--- src/rtl/i2c_slave_register_relay_core_macros.svh ---
// Assertion macros used by the relay core.
`ifndef I2C_SLAVE_REGISTER_RELAY_CORE_MACROS_SVH
`define I2C_SLAVE_REGISTER_RELAY_CORE_MACROS_SVH
`ifndef SYNTHESIS
`define ISRR_ASSERT(label, clk, rst, prop) \
   label: assert property (@(posedge clk) disable iff (rst) prop) \
      else $error("assertion failed in relay core");
`define ISRR_ASSERT_NEVER(label, clk, rst, cond) \
   `ISRR_ASSERT(label, clk, rst, !(cond))
`else
`define ISRR_ASSERT(label, clk, rst, prop)
`define ISRR_ASSERT_NEVER(label, clk, rst, cond)
`endif
`endif

--- src/rtl/i2csrr_pkg.sv ---
// Types and codes of the I2C slave register relay.
package i2csrr_pkg;

   typedef enum logic [2:0] {
      ST_WAIT_START = 3'd0,
      ST_ERROR      = 3'd1,
      ST_GOT_START  = 3'd2,
      ST_GOT_DEVID  = 3'd3,
      ST_READY      = 3'd4,
      ST_WAIT_STOP  = 3'd5
   } state_type;

   typedef enum logic [2:0] {
      ACT_NONE  = 3'd0,
      ACT_START = 3'd1,
      ACT_READ  = 3'd2,
      ACT_WRITE = 3'd3,
      ACT_STOP  = 3'd4,
      ACT_CLEAR = 3'd5
   } action_type;

   typedef enum logic [1:0] {
      SLP_NONE    = 2'd0,
      SLP_DISABLE = 2'd1,
      SLP_ENABLE  = 2'd2
   } sleep_type;

   localparam logic [7:0] ID_RESET    = 8'hFF;
   localparam logic [7:0] COUNT_MAX   = 8'hFF;

   typedef struct packed {
      logic       start_flag;
      logic       addr_match;
      logic       rx_ready;
      logic       tx_done;
      logic       nack_seen;
      logic       stop_flag;
      logic       stretch_flag;
      logic       host_reading;
      logic [7:0] rx_byte;
   } req_type;

   typedef struct packed {
      action_type action;
      logic [7:0] dev_id;
      logic [7:0] reg_addr;
      logic [7:0] write_data;
      sleep_type  sleep_request;
      state_type  next_state;
   } rsp_type;

endpackage

--- src/rtl/i2c_slave_register_relay_core.sv ---
// Top level of the I2C slave register relay: protocol state machine per bus event.
//
//   channel   direction   handshake          payload
//   req       in          req_valid/stall    i2csrr_pkg::req_type
//   rsp       out         rsp_valid/stall    i2csrr_pkg::rsp_type
//
// Each transaction is taken into the input register and leaves through the result
// register, which holds its result until the response side takes it.
// One transaction per cycle while rsp_stall is low; state update is a single pass.
// Reset is synchronous and returns to waiting for start with ids at 0xFF.
// A stalled result holds the pipe; the input register then stalls the request side.
module i2c_slave_register_relay_core (
   input  logic                clock,
   input  logic                reset,
   input  logic                req_valid,
   output logic                req_stall,
   input  i2csrr_pkg::req_type req_data,
   output logic                rsp_valid,
   input  logic                rsp_stall,
   output i2csrr_pkg::rsp_type rsp_data
);
   import i2csrr_pkg::*;
`include "i2c_slave_register_relay_core_macros.svh"

   logic       req_valid_ff;
   req_type    req_ff;
   logic       rsp_valid_ff;
   rsp_type    rsp_ff;
   rsp_type    rsp_in;
   state_type  state_ff, state_in;
   logic [7:0] dev_ff, dev_in;
   logic [7:0] addr_ff, addr_in;
   logic [7:0] count_ff, count_in;
   logic       advance;
   logic [7:0] count_bump;

   assign advance   = req_valid_ff && (!rsp_valid_ff || !rsp_stall);
   assign req_stall = req_valid_ff && !advance;
   assign rsp_valid = rsp_valid_ff;
   assign rsp_data  = rsp_ff;
   assign count_bump = count_ff + {7'd0, (count_ff != COUNT_MAX)};

   // Next protocol state.
   always_comb begin
      state_in = state_ff;
      if (advance) begin
         case (state_ff)
            ST_WAIT_START: begin
               if (req_ff.start_flag) state_in = ST_WAIT_START;
               else if (req_ff.addr_match)
                  state_in = req_ff.host_reading ? ST_ERROR : ST_GOT_START;
               else if (!req_ff.stretch_flag) state_in = ST_ERROR;
            end
            ST_GOT_START: begin
               if (req_ff.rx_ready) state_in = ST_GOT_DEVID;
               else if (!req_ff.stretch_flag) state_in = ST_ERROR;
            end
            ST_GOT_DEVID: begin
               if (req_ff.rx_ready) state_in = ST_READY;
               else if (!req_ff.stretch_flag) state_in = ST_ERROR;
            end
            ST_READY: begin
               if (req_ff.start_flag) state_in = ST_READY;
               else if (req_ff.addr_match) begin
                  if (!(req_ff.host_reading && count_ff == 8'd0)) state_in = ST_ERROR;
               end else if (req_ff.rx_ready) state_in = ST_READY;
               else if (req_ff.tx_done) begin
                  if (req_ff.nack_seen) state_in = ST_WAIT_STOP;
               end else if (req_ff.stop_flag) state_in = ST_WAIT_START;
               else if (!req_ff.stretch_flag) state_in = ST_ERROR;
            end
            ST_WAIT_STOP: begin
               if (req_ff.stop_flag) state_in = ST_WAIT_START;
               else if (!req_ff.stretch_flag) state_in = ST_ERROR;
            end
            default: state_in = ST_WAIT_START;
         endcase
      end
   end

   // Actions, sleep requests, write data, held ids and the access count.
   always_comb begin
      dev_in   = dev_ff;
      addr_in  = addr_ff;
      count_in = count_ff;
      rsp_in.action        = ACT_NONE;
      rsp_in.write_data    = 8'd0;
      rsp_in.sleep_request = SLP_NONE;
      if (advance) begin
         case (state_ff)
            ST_WAIT_START: begin
               if (req_ff.start_flag) rsp_in.sleep_request = SLP_DISABLE;
            end
            ST_GOT_START: begin
               if (req_ff.rx_ready) begin
                  dev_in        = req_ff.rx_byte;
                  rsp_in.action = ACT_START;
               end
            end
            ST_GOT_DEVID: begin
               if (req_ff.rx_ready) begin
                  addr_in  = req_ff.rx_byte;
                  count_in = 8'd0;
               end
            end
            ST_READY: begin
               if (req_ff.start_flag) rsp_in.sleep_request = SLP_DISABLE;
               else if (req_ff.addr_match) begin
                  if (req_ff.host_reading && count_ff == 8'd0) begin
                     rsp_in.action = ACT_READ;
                     count_in      = count_bump;
                  end
               end else if (req_ff.rx_ready) begin
                  rsp_in.action     = ACT_WRITE;
                  rsp_in.write_data = req_ff.rx_byte;
                  count_in          = count_bump;
               end else if (req_ff.tx_done) begin
                  if (!req_ff.nack_seen) begin
                     rsp_in.action = ACT_READ;
                     count_in      = count_bump;
                  end
               end else if (req_ff.stop_flag) begin
                  rsp_in.action        = ACT_STOP;
                  rsp_in.sleep_request = SLP_ENABLE;
               end
            end
            ST_WAIT_STOP: begin
               if (req_ff.stop_flag) begin
                  rsp_in.action        = ACT_STOP;
                  rsp_in.sleep_request = SLP_ENABLE;
               end
            end
            default: rsp_in.action = ACT_CLEAR;
         endcase
      end
      rsp_in.dev_id     = dev_in;
      rsp_in.reg_addr   = addr_in;
      rsp_in.next_state = state_in;
   end

   always_ff @(posedge clock) begin
      if (reset) begin
         req_valid_ff <= 1'b0;
         rsp_valid_ff <= 1'b0;
         state_ff     <= ST_WAIT_START;
         dev_ff       <= ID_RESET;
         addr_ff      <= ID_RESET;
         count_ff     <= 8'd0;
      end else begin
         if (!req_stall) req_valid_ff <= req_valid;
         if (advance) rsp_valid_ff <= 1'b1;
         else if (!rsp_stall) rsp_valid_ff <= 1'b0;
         state_ff <= state_in;
         dev_ff   <= dev_in;
         addr_ff  <= addr_in;
         count_ff <= count_in;
      end
   end

   always_ff @(posedge clock) begin
      if (req_valid && !req_stall) req_ff <= req_data;
      if (advance) rsp_ff <= rsp_in;
   end

   // A waiting result always reports the state that the engine now holds.
   `ISRR_ASSERT(a_state_matches, clock, reset,
      rsp_valid_ff |-> rsp_ff.next_state == state_ff)
   `ISRR_ASSERT_NEVER(a_wdata_zero, clock, reset,
      rsp_valid_ff && rsp_ff.action != ACT_WRITE && rsp_ff.write_data != 8'd0)
   `ISRR_ASSERT(a_devid_taken, clock, reset,
      (advance && state_ff == ST_GOT_START && req_ff.rx_ready) |=> state_ff == ST_GOT_DEVID)
   `ISRR_ASSERT(a_count_clear, clock, reset,
      (advance && state_ff == ST_GOT_DEVID && req_ff.rx_ready) |=> count_ff == 8'd0)
   `ISRR_ASSERT(a_rsp_hold, clock, reset, (rsp_valid_ff && rsp_stall) |=> rsp_valid_ff)

endmodule
--- config.mk ---
export PLATFORM = sky130hd
export DESIGN_NAME = i2c_slave_register_relay_core
export DESIGN_NICKNAME = d
export VERILOG_FILES = /design/src/rtl/i2csrr_pkg.sv /design/src/rtl/i2c_slave_register_relay_core.sv
export VERILOG_INCLUDE_DIRS = /design/src /design/src/rtl
export SDC_FILE = /design/constraint.sdc
export NUM_CORES = 1
export LEC_CHECK = 0
export BUFFER_PORTS_ARGS = -buffer_cell sky130_fd_sc_hd__clkbuf_2
export CAP_MARGIN = 20
export CORE_UTILIZATION = 40
export CTS_BUF_LIST = sky130_fd_sc_hd__clkbuf_8
export DETAILED_ROUTE_END_ITERATION = 8
export PLACE_DENSITY = 0.71
export SLEW_MARGIN = 20
export SYNTH_ARGS = -nofsm -noshare
export SYNTH_HDL_FRONTEND = slang
export SYNTH_SLANG_ARGS = --single-unit
--- constraint.sdc ---
create_clock -name clock -period 1.9 [get_ports clock]
set_input_delay 0.285 -clock clock [delete_from_list [all_inputs] [get_ports clock]]
set_output_delay 0.285 -clock clock [all_outputs]
set_load 0.1 [all_outputs]
After elaboration in Yosys (flattened, before gate mapping)
Cells that the tools add are included.
Widths: inputs -> output; s select.
{ "totals": {"ff_bits": 77, "word_cells": 97, "output_inout_bits": 34} }
{ "classes": {"n_eq_ne": 11, "reduce_logical": 15, "muxes": 47, "bitwise_logic": 2, "add_sub_neg": 1} }
{ "ops": {"columns": ["op", "count"], "rows": [
  ["$mux 8", 13],
  ["$mux 3", 18],
  ["$mux 2", 8],
  ["$pmux 8 s2", 1],
  ["$pmux 3 s5", 1],
  ["$pmux 3 s4", 1],
  ["$add 8x1->8", 1],
  ["$logic_not 8->1", 1],
  ["$ne 4x4->1 const B", 2],
  ["$ne 8x8->1 const B", 1],
  ["$reduce_and 7->1", 1],
  ["$eq 3x2->1 const B", 2],
  ["$eq 3x3->1 const B", 2],
  ["$pmux 2 s3", 1],
  ["$logic_and 1x1->1", 4],
  ["$logic_not 1->1", 4],
  ["$mux 1", 4],
  ["$ne 2x2->1 const B", 2],
  ["$reduce_or 4->1", 1],
  ["$logic_not 3->1", 1],
  ["$ne 3x3->1 const B", 1],
  ["$ne 2x1->1 const B", 1],
  ["$not 1->1", 2],
  ["$reduce_bool 2->1", 1],
  ["2 further kinds", 2]
]} }

Longest topological paths before layout
Gate-level depths: netlist of the first run.
{ "logic_depth": {"depth_word": 8, "ltp_mapped": 8, "depth_no_buf": 8} }

Worst setup path before layout of the first run
Ideal clock, no wire load.
{ "synth_timing": {"kind": "reg2reg", "start": "reg rsp_valid_ff (netlist: rsp_valid)", "end": "reg req_ff[0] in the netlist's numbering (enable)", "t_arrival_ns": 2.381, "setup_slack_ns": -0.855, "stages_incl_launch_ff": 3, "setup_time_ns": 0.374, "cell_sequence": "dfxtp_1 > and3_1 > nor2b_1"} }
{ "synth_via": {"elab_chain_cells": 7} }
{ "synth_rtl": {"columns": ["item", "line_no", "source"], "rows": [
  ["start: declaration", "i2c_slave_register_relay_core.sv:27", "logic rsp_valid_ff;"],
  ["start signal: assignment", "i2c_slave_register_relay_core.sv:144", "rsp_valid_ff <= 1'b0;"],
  ["start signal: assignment", "i2c_slave_register_relay_core.sv:151", "if (advance) rsp_valid_ff <= 1'b1;"],
  ["start signal: assignment", "i2c_slave_register_relay_core.sv:152", "else if (!rsp_stall) rsp_valid_ff <= 1'b0;"],
  ["$logic_not 1->1", "i2c_slave_register_relay_core.sv:37", "assign advance = req_valid_ff && (!rsp_valid_ff || !rsp_stall);"],
  ["$logic_or 1x1->1", "i2c_slave_register_relay_core.sv:37", null],
  ["$logic_and 1x1->1", "i2c_slave_register_relay_core.sv:37", null],
  ["$logic_not 1->1", "i2c_slave_register_relay_core.sv:38", "assign req_stall = req_valid_ff && !advance;"],
  ["$logic_and 1x1->1", "i2c_slave_register_relay_core.sv:38", null],
  ["named net req_stall", "i2c_slave_register_relay_core.sv:16", "output logic req_stall,"],
  ["$logic_not 1->1", "i2c_slave_register_relay_core.sv:161", "if (req_valid && !req_stall) req_ff <= req_data;"],
  ["$logic_and 1x1->1", "i2c_slave_register_relay_core.sv:161", null],
  ["end signal: assignment", "i2c_slave_register_relay_core.sv:161", null],
  ["end: declaration", "i2c_slave_register_relay_core.sv:26", "req_type req_ff;"]
]} }
The timed path passes the listed nets, and every way through them passes these cells.
A chain may end at the register's enable or synchronous reset.

Worst setup path after layout of the first run
{ "layout_timing": {"start": "reg count_ff[3]", "end": "reg count_ff[5]"} }
{ "layout_via": {"elab_chain_cells": 8} }
{ "layout_rtl": {"columns": ["item", "line_no", "source"], "rows": [
  ["start: declaration", "i2c_slave_register_relay_core.sv:33", "logic [7:0] count_ff, count_in;"],
  ["start signal: assignment", "i2c_slave_register_relay_core.sv:156", "count_ff <= count_in;"],
  ["$ne 8x8->1", "i2c_slave_register_relay_core.sv:41", "assign count_bump = count_ff + {7'd0, (count_ff != COUNT_MAX)};"],
  ["$add 8x1->8", "i2c_slave_register_relay_core.sv:41", null],
  ["$mux 8", "i2c_slave_register_relay_core.sv:118", "if (!req_ff.nack_seen) begin"],
  ["$mux 8", "i2c_slave_register_relay_core.sv:117", "end else if (req_ff.tx_done) begin"],
  ["$mux 8", "i2c_slave_register_relay_core.sv:113", "end else if (req_ff.rx_ready) begin"],
  ["$mux 8", "i2c_slave_register_relay_core.sv:108", "else if (req_ff.addr_match) begin"],
  ["$mux 8", "i2c_slave_register_relay_core.sv:107", "if (req_ff.start_flag) rsp_in.sleep_request = SLP_DISABLE;"],
  ["$pmux 8 s2", "i2c_slave_register_relay_core.sv:90", "case (state_ff)"]
]} }
Several ways; a longest one is shown, not always the timed one. The select of a mux whose other input is x is not followed.

==> run_results.csv, run 1 <==
group,metric,value,unit
floorplanning,core_region_area,7290,um2
critical_path,path_buf_inv,0,
critical_path,arrival,2.10,ns
clock_tree,cts_sinks,77,
synthesis,async_flop_share,0,
synthesis,syn_nets,256,
timing,hold_slack,0.111,ns
clock_tree,clockBufferDepth,2,
finish,fillers,670,
floorplanning,fp.dieW,89.3,um
floorplanning,fp-row-count,31,
synthesis,syn_area,3050,um2
global_route,overflow,0,
critical_path,crit_type,"reg2reg",
synthesis,ys_top_cells_by_area,"edfxtp_1 47%, dfxtp_1 19%, mux2_1 5.9%",
floorplanning,die_h,89.3,um
synthesis,yosys.area.top_type,"edfxtp_1",
drt,drtAntennaViolNets,0,
synthesis,seq_area_frac_synth,0.664,
timing,hold_violations,0,
drt,wl_per_cell,14.2,um
finish,seq_area,2040,um2
clock_tree,cts_hold_buf,0,
timing,worstMarginPinSlew,0.558,ns
finish,diodes,0,
critical_path,startpoint_type,"flop",
global_route,grt_first_pass_wirelength,8760,um
finish,final_cell_area,3810,um2
finish,multi_input_area,1030,um2
flow_run,cap_violations,0,
power,p_leak,1.40,nW
global_route,antenna_found_initial,0,
floorplanning,initial_core_util,0.418,
finish,final_cell_mix,"53 x clkbuf_2, 48 x edfxtp_1, 24 x dfxtp_1",
clock_tree,clk_latency,0.34,ns
critical_path,crit_family,"simple AND/OR/NAND/NOR gates",
critical_path,path_max_fanout,5,
placed_design,placed_cells,392,
finish,drive_gt1_frac,0.360,
drt,via_per_inst,4.88,
critical_path,endpoint_kind,"flop",
clock_tree,cts_buffers,9,
finish,fin_cells,410,
placed_design,dpl.hpwl,3910,um
finish,fin_nets,328,
synthesis,netlist_instances,234,
run_status,status,"finished, final reports clean",
synthesis,synth_flop_cell,"edfxtp_1",
drt,drt_iter0_markers,75,
clock_tree,cts_tree,"built",
drt,firstDrtPassIters,4,
global_route,grtUsageTotal,0.151,
finish,areaGrowthSynthToFinish,25.1,%
synthesis,yosysWarnings,0,
timing,slew_headroom,0.630,
timing,clock_skew,0.00977,ns
critical_path,slowest_stage,"or3_1",
critical_path,critPathMaxStageDelay,0.43,ns
placed_design,dpl-instance-area,3520,um2
power,power_density,869,nW/um2
timing,fin_crit_sh,0.965,
critical_path,cp_cell_sequence,"and3_4 > nand2_4 > or2_4 > ha_4 > and3_4 > nand4_1 > or3_1 > a21oi_2",
synthesis,postSynthRegisterBits,77,
synthesis,ys_types,46,
synthesis,synth_top_area_share,0.473,
placed_design,port_buffers,53,
placed_design,gp_congestion,0.835,
drt,finalWirelength,5810,um
timing,setup_viol,0,
power,ir_drop,531,uV
timing,max_freq,546,MHz
drt,via_count,2000,
finish,final_util,0.522,
floorplanning,io_pins,54,
global_route,grt_pass1_vias,1803,
synthesis,synth_area_per_cell,13.0,um2
drt,route.detailed.drc,0,
timing,period_needed,1.83,ns
clock_tree,htreeDepth,3,
clock_tree,cts-root-buf,"clkbuf_8",
timing,drv_slew,0,
synthesis,synth-edff-count,48,
clock_tree,path_clk_slew,0.08,ns
global_route,grt_max_degree,18,
critical_path,cp_data_required_time,2.16,ns
finish,final_common_cell,"clkbuf_2",
floorplanning,die-area,7970,um2
min_path,hp-class,"in2reg",
critical_path,path_common_cell,"and3_4",
==> final cells by class <==
class,instances,area share
inverters,8,0.00920
repair buffers,69,0.102
flip-flops and latches,77,0.535
multi-input cells,141,0.270
clock buffers,9,0.0325
clock inverters,7,0.0187
well taps,99,0.0325
==> sequential cells by signal, summed over array words and instances (netlist names) <==
name	count
rsp_data	32
req_ff	16
addr_ff	8
count_ff	8
dev_ff	8
state_ff	3
req_valid_ff	1
rsp_valid	1
==> cells by family (layout without fill, tap and decap cells) <==
kind of cell,Yosys count,after routing,share of synthesized area
fa+ha+maj,2,2,0.00822
mux,17,17,0.0624
flops,77,77,0.664
xor+xnor,1,1,0.00288
compound gates,29,29,0.0661
buf+inv,16,93,0.0230
simple gates,92,92,0.173
==> power breakdown <==
group	internal (W)	switching [W]	total, W
logic	0.0000636	0.000206	0.000270
clock network	0.000613	0.000584	0.00120
registers	0.00181	0.0000288	0.00184
total	0.00249	0.000819	0.00331
==> Yosys cell counts, types with 4 or more instances <==
cell type,instances
dfxtp_1,29
or2_1,16
inv_1,6
nor2b_1,7
nor3_1,4
and2_1,10
buf_2,5
and3_1,5
a21oi_1,5
nand2_1,14
nor2_1,11
nand4_1,4
edfxtp_1,48
o21ai_0,6
mux2_1,16
nand3_1,6
==> worst reg2reg max path, delay by kind of cell (launching register included) <==
family / cells / cell delay, ns
flops: 1 / 0.37
fa+ha+maj: 1 / 0.12
simple gates: 6 / 1.14
compound gates: 1 / 0.13
==> through the flow <==
step | TNS [ns] | total power [W] | worst slack (ns)
global route | -0.0288 | 0.00344 | -0.0288
CTS | 0 | 0.00335 | 0.0194
floorplan | 0 | 0.00207 | 0.0376
global placement | 0 | 0.00215 | 0.0514
detailed placement | -0.0255 | 0.00215 | -0.0255
finish | 0 | 0.00331 | 0.0674
==> metal layers <==
layer / global-route usage / vias to the layer above / part of all wire
li1: - / 1004 / -
met1: 0.190 / 931 / 0.45
met2: 0.248 / 58 / 0.49
met3: 0.0342 / 7 / 0.040
met4: 0.0736 / 0 / 0.018
met5: 0 / - / 0
==> final timing paths <==
check | start | slack (ns) | endpoint | depth (start not counted)
setup / recovery | count_ff[3]$_SDFFE_PP0P_ | 0.07 | count_ff[5]$_SDFFE_PP0P_ | 8
hold / removal | req_data[7] | 0.11 | req_ff[7]$_DFFE_PP_ | 1
hold reg to reg | rsp_valid$_SDFFE_PP0P_ | 0.52 | rsp_valid$_SDFFE_PP0P_ | 2
setup reg to reg | count_ff[3]$_SDFFE_PP0P_ | 0.07 | count_ff[5]$_SDFFE_PP0P_ | 8
==> what timing repair did <==
item	CTS	global route
pin swaps	0	7
gates resized for setup	1	21
setup buffers	0	2
setup endpoints to repair	1	21
gates cloned	0	0
(Power assumes the default switching activity.)
==> run 2: changes to the inputs <==
--- a/config.mk
+++ b/config.mk
@@ -8,10 +8,10 @@
 export LEC_CHECK = 0
 export BUFFER_PORTS_ARGS = -buffer_cell sky130_fd_sc_hd__clkbuf_2
 export CAP_MARGIN = 20
-export CORE_UTILIZATION = 40
+export CORE_UTILIZATION = 52
 export CTS_BUF_LIST = sky130_fd_sc_hd__clkbuf_8
 export DETAILED_ROUTE_END_ITERATION = 8
-export PLACE_DENSITY = 0.71
+export PLACE_DENSITY = 0.86
 export SLEW_MARGIN = 20
 export SYNTH_ARGS = -nofsm -noshare
 export SYNTH_HDL_FRONTEND = slang
==> run_results.csv, run 2 (synthesis gave the netlist of run 1 again) <==
group,metric,value,unit
clock_tree,cts_tree,"built",
clock_tree,cts_hold_buf,0,
power,finalPower,0.00328,W
critical_path,rr_endpoint,"count_ff[3]$_SDFFE_PP0P_",
placed_design,dpl-instance-area,3470,um2
min_path,worstHoldStart,"req_data[7]",
critical_path,r2r_start,"count_ff[3]$_SDFFE_PP0P_",
floorplanning,die_h,78.5,um
run_status,status,"finished, final reports clean",
global_route,overflow,0,
timing,hold_violations,0,
drt,route.detailed.drc,0,
drt,via_per_inst,5.39,
placed_design,preCtsSetupSlack,-0.0151,ns
clock_tree,path_clk_slew,0.09,ns
placed_design,port_buffers,53,
finish,fillers,376,
timing,setup_slack,0.0455,ns
critical_path,arrival,2.09,ns
drt,finalWirelength,5900,um
min_path,holdPathEnd,"req_ff[7]$_DFFE_PP_",
drt,wl_per_cell,15.4,um
drt,via_count,2070,
power,p_leak,1.38,nW
min_path,hold_path_depth,1,
placed_design,dpl.hpwl,3930,um
global_route,grtUsageTotal,0.209,
floorplanning,initial_core_util,0.546,
timing,hold_slack,0.108,ns
finish,final_cell_area,3770,um2
finish,fin_cells,384,
critical_path,crit_type,"reg2reg",
timing,max_freq,539,MHz
floorplanning,fp.dieW,78.5,um
global_route,antenna_found_initial,0,
clock_tree,cts_sinks,77,
drt,drt_iter0_markers,105,
timing,fin_crit_sh,0.976,
critical_path,cp_data_required_time,2.14,ns
critical_path,worst-r2r-cell-count,9,
critical_path,endpoint_kind,"flop",
timing,setup_viol,0,
clock_tree,htreeDepth,3,
placed_design,placed_cells,363,
drt,drtAntennaViolNets,0,
finish,diodes,0,
clock_tree,cts-root-buf,"clkbuf_8",
finish,areaGrowthSynthToFinish,23.7,%
timing,slew_headroom,0.625,
global_route,grt_first_pass_wirelength,9430,um
critical_path,r2r_slack,0.05,ns
floorplanning,io_pins,54,
power,power_density,870,nW/um2
finish,final_common_cell,"clkbuf_2",
min_path,hp-class,"in2reg",
critical_path,startpoint_type,"flop",
clock_tree,clk_latency,0.34,ns
finish,final_cell_mix,"53 x clkbuf_2, 48 x edfxtp_1, 23 x dfxtp_1",
floorplanning,die-area,6170,um2
timing,clock_skew,0.00875,ns
finish,fin_nets,329,
timing,worstMarginPinSlew,0.564,ns
flow_run,cap_violations,0,
global_route,grt_max_degree,30,
placed_design,gp_congestion,0.870,
clock_tree,clockBufferDepth,2,
floorplanning,fp-row-count,27,
critical_path,path_max_fanout,5,
finish,largest_reg_flops,32,
drt,firstDrtPassIters,4,
timing,drv_slew,0,
global_route,grt_pass1_vias,1962,
floorplanning,core_region_area,5570,um2
power,ir_drop,775,uV
clock_tree,cts_buffers,9,
timing,rsz0062_at_grt,"true",
timing,period_needed,1.85,ns
finish,drive_gt1_frac,0.365,
run 2: cell type report:
cell class	count	area [um2]	area share
Clock buffer	9	124	0.0329
Inverter	8	35.0	0.00930
Sequential cell	77	2040	0.541
Timing Repair Buffer	70	393	0.104
Multi-Input combinational cell	141	1020	0.271
Tap cell	72	90.1	0.0239
Clock inverter	7	63.8	0.0169
run 2: layer usage:
layer | part of all wire | track usage
met1 | 0.42 | 0.240
met2 | 0.52 | 0.357
met3 | 0.044 | 0.0651
met4 | 0.013 | 0.0926
met5 | 0 | 0
run 2: power by group:
group          internal, W  leakage [nW]  switching, W
registers          0.00181         0.652     0.0000304
logic            0.0000610         0.638      0.000206
clock network     0.000506        0.0907      0.000662
run 2: per-stage QoR:
stage | TNS (ns) | utilization
global placement | 0 | 0.623
CTS | 0 | 0.657
finish | 0 | 0.676
detailed placement | -0.0151 | 0.623
global route | -0.0247 | 0.676
floorplan | 0 | -
run 2: what timing repair did:
action	4_1_cts	5_1_grt
cloned	0	0
hold endpoints to repair	0	0
setup buffers	0	5
resized for setup	2	19
pin swaps	0	4
endpoints found under the setup margin	1	9
run 2: worst max-delay path by stage:
stage | slack, ns | startpoint | end
floorplan | 0.04 | rsp_valid$_SDFFE_PP0P_ | dev_ff[6]$_SDFF_PP1_
CTS | 0.02 | count_ff[5]$_SDFFE_PP0P_ | count_ff[6]$_SDFFE_PP0P_
finish | 0.05 | count_ff[3]$_SDFFE_PP0P_ | count_ff[3]$_SDFFE_PP0P_
detailed placement | -0.02 | count_ff[3]$_SDFFE_PP0P_ | count_ff[6]$_SDFFE_PP0P_
global route | -0.02 | count_ff[3]$_SDFFE_PP0P_ | count_ff[3]$_SDFFE_PP0P_
global placement | 0.05 | count_ff[3]$_SDFFE_PP0P_ | count_ff[6]$_SDFFE_PP0P_
run 2: critical path: stages, from the launching register on:
cell and delay (ns):
dfxtp_4 0.39, and3_4 0.19, nand2_2 0.06, or2_4 0.25, ha_4 0.16, and3_4 0.14, nand4_1 0.18, buf_4 0.16
xor2_1 0.15, nor2_1 0.06
==> run 3: changes to the inputs <==
--- a/config.mk
+++ b/config.mk
@@ -8,11 +8,10 @@
 export LEC_CHECK = 0
 export BUFFER_PORTS_ARGS = -buffer_cell sky130_fd_sc_hd__clkbuf_2
 export CAP_MARGIN = 20
-export CORE_UTILIZATION = 52
+export CORE_UTILIZATION = 60
 export CTS_BUF_LIST = sky130_fd_sc_hd__clkbuf_8
 export DETAILED_ROUTE_END_ITERATION = 8
-export PLACE_DENSITY = 0.86
-export SLEW_MARGIN = 20
+export PLACE_DENSITY = 0.93
 export SYNTH_ARGS = -nofsm -noshare
 export SYNTH_HDL_FRONTEND = slang
 export SYNTH_SLANG_ARGS = --single-unit
==> constraint.sdc (replaced) <==
create_clock -name clock -period 2.4 [get_ports clock]
set_input_delay 0.36 -clock clock [delete_from_list [all_inputs] [get_ports clock]]
set_output_delay 0.36 -clock clock [all_outputs]
set_load 0.1 [all_outputs]
==> run_results.csv, run 3 (synthesis gave the netlist of run 1 again) <==
group,metric,value,unit
run_status,status,"finished, final reports clean",
critical_path,path_max_fanout,12,
drt,drtAntennaViolNets,0,
floorplanning,initial_core_util,0.632,
timing,hold_violations,0,
timing,setup_slack,0.357,ns
drt,firstDrtPassIters,5,
clock_tree,cts_sinks,77,
floorplanning,fp-row-count,25,
timing,setup_viol,0,
critical_path,r2r_slack,0.36,ns
finish,final_common_cell,"clkbuf_2",
global_route,met3_usage,0.0981,
finish,largest_reg_flops,32,
clock_tree,clockBufferDepth,2,
global_route,use_met1,0.279,
critical_path,critPathMaxStageDelay,0.44,ns
timing,clock_skew,0.00766,ns
drt,drt_iter0_markers,115,
clock_tree,post-cts-setup-buffers,0,
timing,worstMarginPinSlew,0.556,ns
clock_tree,cts_tree,"built",
floorplanning,fp.dieW,73.2,um
drt,via_per_inst,5.55,
finish,multi_input_area,955,um2
finish,fillers,325,
drt,via_count,2044,
critical_path,startpoint_type,"flop",
floorplanning,die_h,73.2,um
drt,wl_per_cell,15.9,um
clock_tree,cts-root-buf,"clkbuf_8",
critical_path,endpoint_kind,"flop",
critical_path,cp_cell_sequence,"nor2b_1 > nand3_1 > nor2_2 > mux2_1 > or2_1",
timing,drv_slew,0,
power,p_comb_frac,0.071,
finish,fin_nets,318,
placed_design,preCtsSetupSlack,0.388,ns
global_route,grt_use_met2,0.419,
timing,max_freq,489,MHz
placed_design,dpl.hpwl,4070,um
power,finalPower,0.00287,W
critical_path,cp_data_required_time,2.63,ns
min_path,hp-class,"in2reg",
placed_design,port_buffers,53,
clock_tree,path_clk_slew,0.08,ns
flow_run,cap_violations,0,
finish,areaGrowthSynthToFinish,20.1,%
power,ir_drop,596,uV
critical_path,crit_type,"reg2reg",
clock_tree,clk_latency,0.35,ns
global_route,gr-max-usage-layer,"met2",
floorplanning,io_pins,54,
placed_design,gp_congestion,0.930,
critical_path,arrival,2.28,ns
finish,diodes,0,
timing,period_needed,2.04,ns
clock_tree,cts_resized,0,
timing,finalSetupTns,0,ns
global_route,overflow,0,
finish,drive_gt1_frac,0.286,
global_route,grt_first_pass_wirelength,9180,um
power,p_sw,0.000635,W
finish,final_util,0.759,
global_route,grt_pass1_vias,1884,
clock_tree,cts_hold_buf,0,
power,pwr-share-clk,0.418,
critical_path,slowest_stage,"dfxtp_1",
floorplanning,core_region_area,4820,um2
finish,final_cell_mix,"53 x clkbuf_2, 48 x edfxtp_1, 28 x dfxtp_1",
power,swShare,0.221,
global_route,grt_max_degree,24,
drt,finalWirelength,5870,um
finish,seq_area,2020,um2
drt,route.detailed.drc,0,
power,sequentialPowerShare,0.511,
global_route,antenna_found_initial,0,
global_route,grtUsageTotal,0.246,
power,p_int,0.00223,W
timing,fin_crit_sh,0.851,
power,p_leak,1.35,nW
timing,rsz0062_at_grt,"false",
power,power_density,784,nW/um2
timing,slew_headroom,0.631,
clock_tree,cts_buffers,9,
clock_tree,htreeDepth,3,
floorplanning,die-area,5360,um2
run 3: path summary, 6_finish.rpt:
| path | to | cells after the start | startpoint |
|---|---|---|---|
| hold reg to reg | count_ff[1]$_SDFFE_PP0P_ | 2 | count_ff[1]$_SDFFE_PP0P_ |
| setup / recovery | dev_ff[3]$_SDFF_PP1_ | 5 | state_ff[2]$_SDFF_PP0_ |
| hold / removal | req_ff[12]$_DFFE_PP_ | 1 | req_data[12] |
| setup reg to reg | dev_ff[3]$_SDFF_PP1_ | 5 | state_ff[2]$_SDFF_PP0_ |
run 3: layer usage:
metal | wire, um | share of wire
met5 | 0 | 0
met4 | 57 | 0.0097
met3 | 337 | 0.057
met2 | 3110 | 0.53
met1 | 2360 | 0.40
run 3: layout make-up:
cell class              instances  area share
inverters                       8     0.00821
clock buffers                  11      0.0414
clock inverters                 5      0.0284
multi-input cells             141       0.261
flip-flops and latches         77       0.553
repair buffers                 59      0.0848
well taps                      67      0.0229
run 3: critical path: cells and delay by family (launching register included):
family / cells / cell delay [ns]
simple gates: 4 / 1.10
flops: 1 / 0.44
mux: 1 / 0.39
run 3: through the flow:
| stage | std cells | hold WS [ns] | area [um2] |
|---|---|---|---|
| 5_1_grt | 368 | 0.150 | 3660 |
| 4_1_cts | 368 | 0.163 | 3660 |
| 3_5_place_dp | 352 | 0.478 | 3400 |
| 2_1_floorplan | 234 | 0.432 | 3050 |
| 3_3_place_gp | 352 | 0.468 | 3400 |
| 6_report | 368 | 0.182 | 3660 |
run 3: power groups by stage:
stage | clock (W) | sequential (W) | combinational (W)
2_1_floorplan | 0 | 0.00158 | 0.0000625
6_report | 0.00120 | 0.00146 | 0.000204
4_1_cts | 0.00122 | 0.00146 | 0.000203
5_1_grt | 0.00127 | 0.00147 | 0.000215
3_3_place_gp | 0 | 0.00149 | 0.000198
3_5_place_dp | 0 | 0.00149 | 0.000202
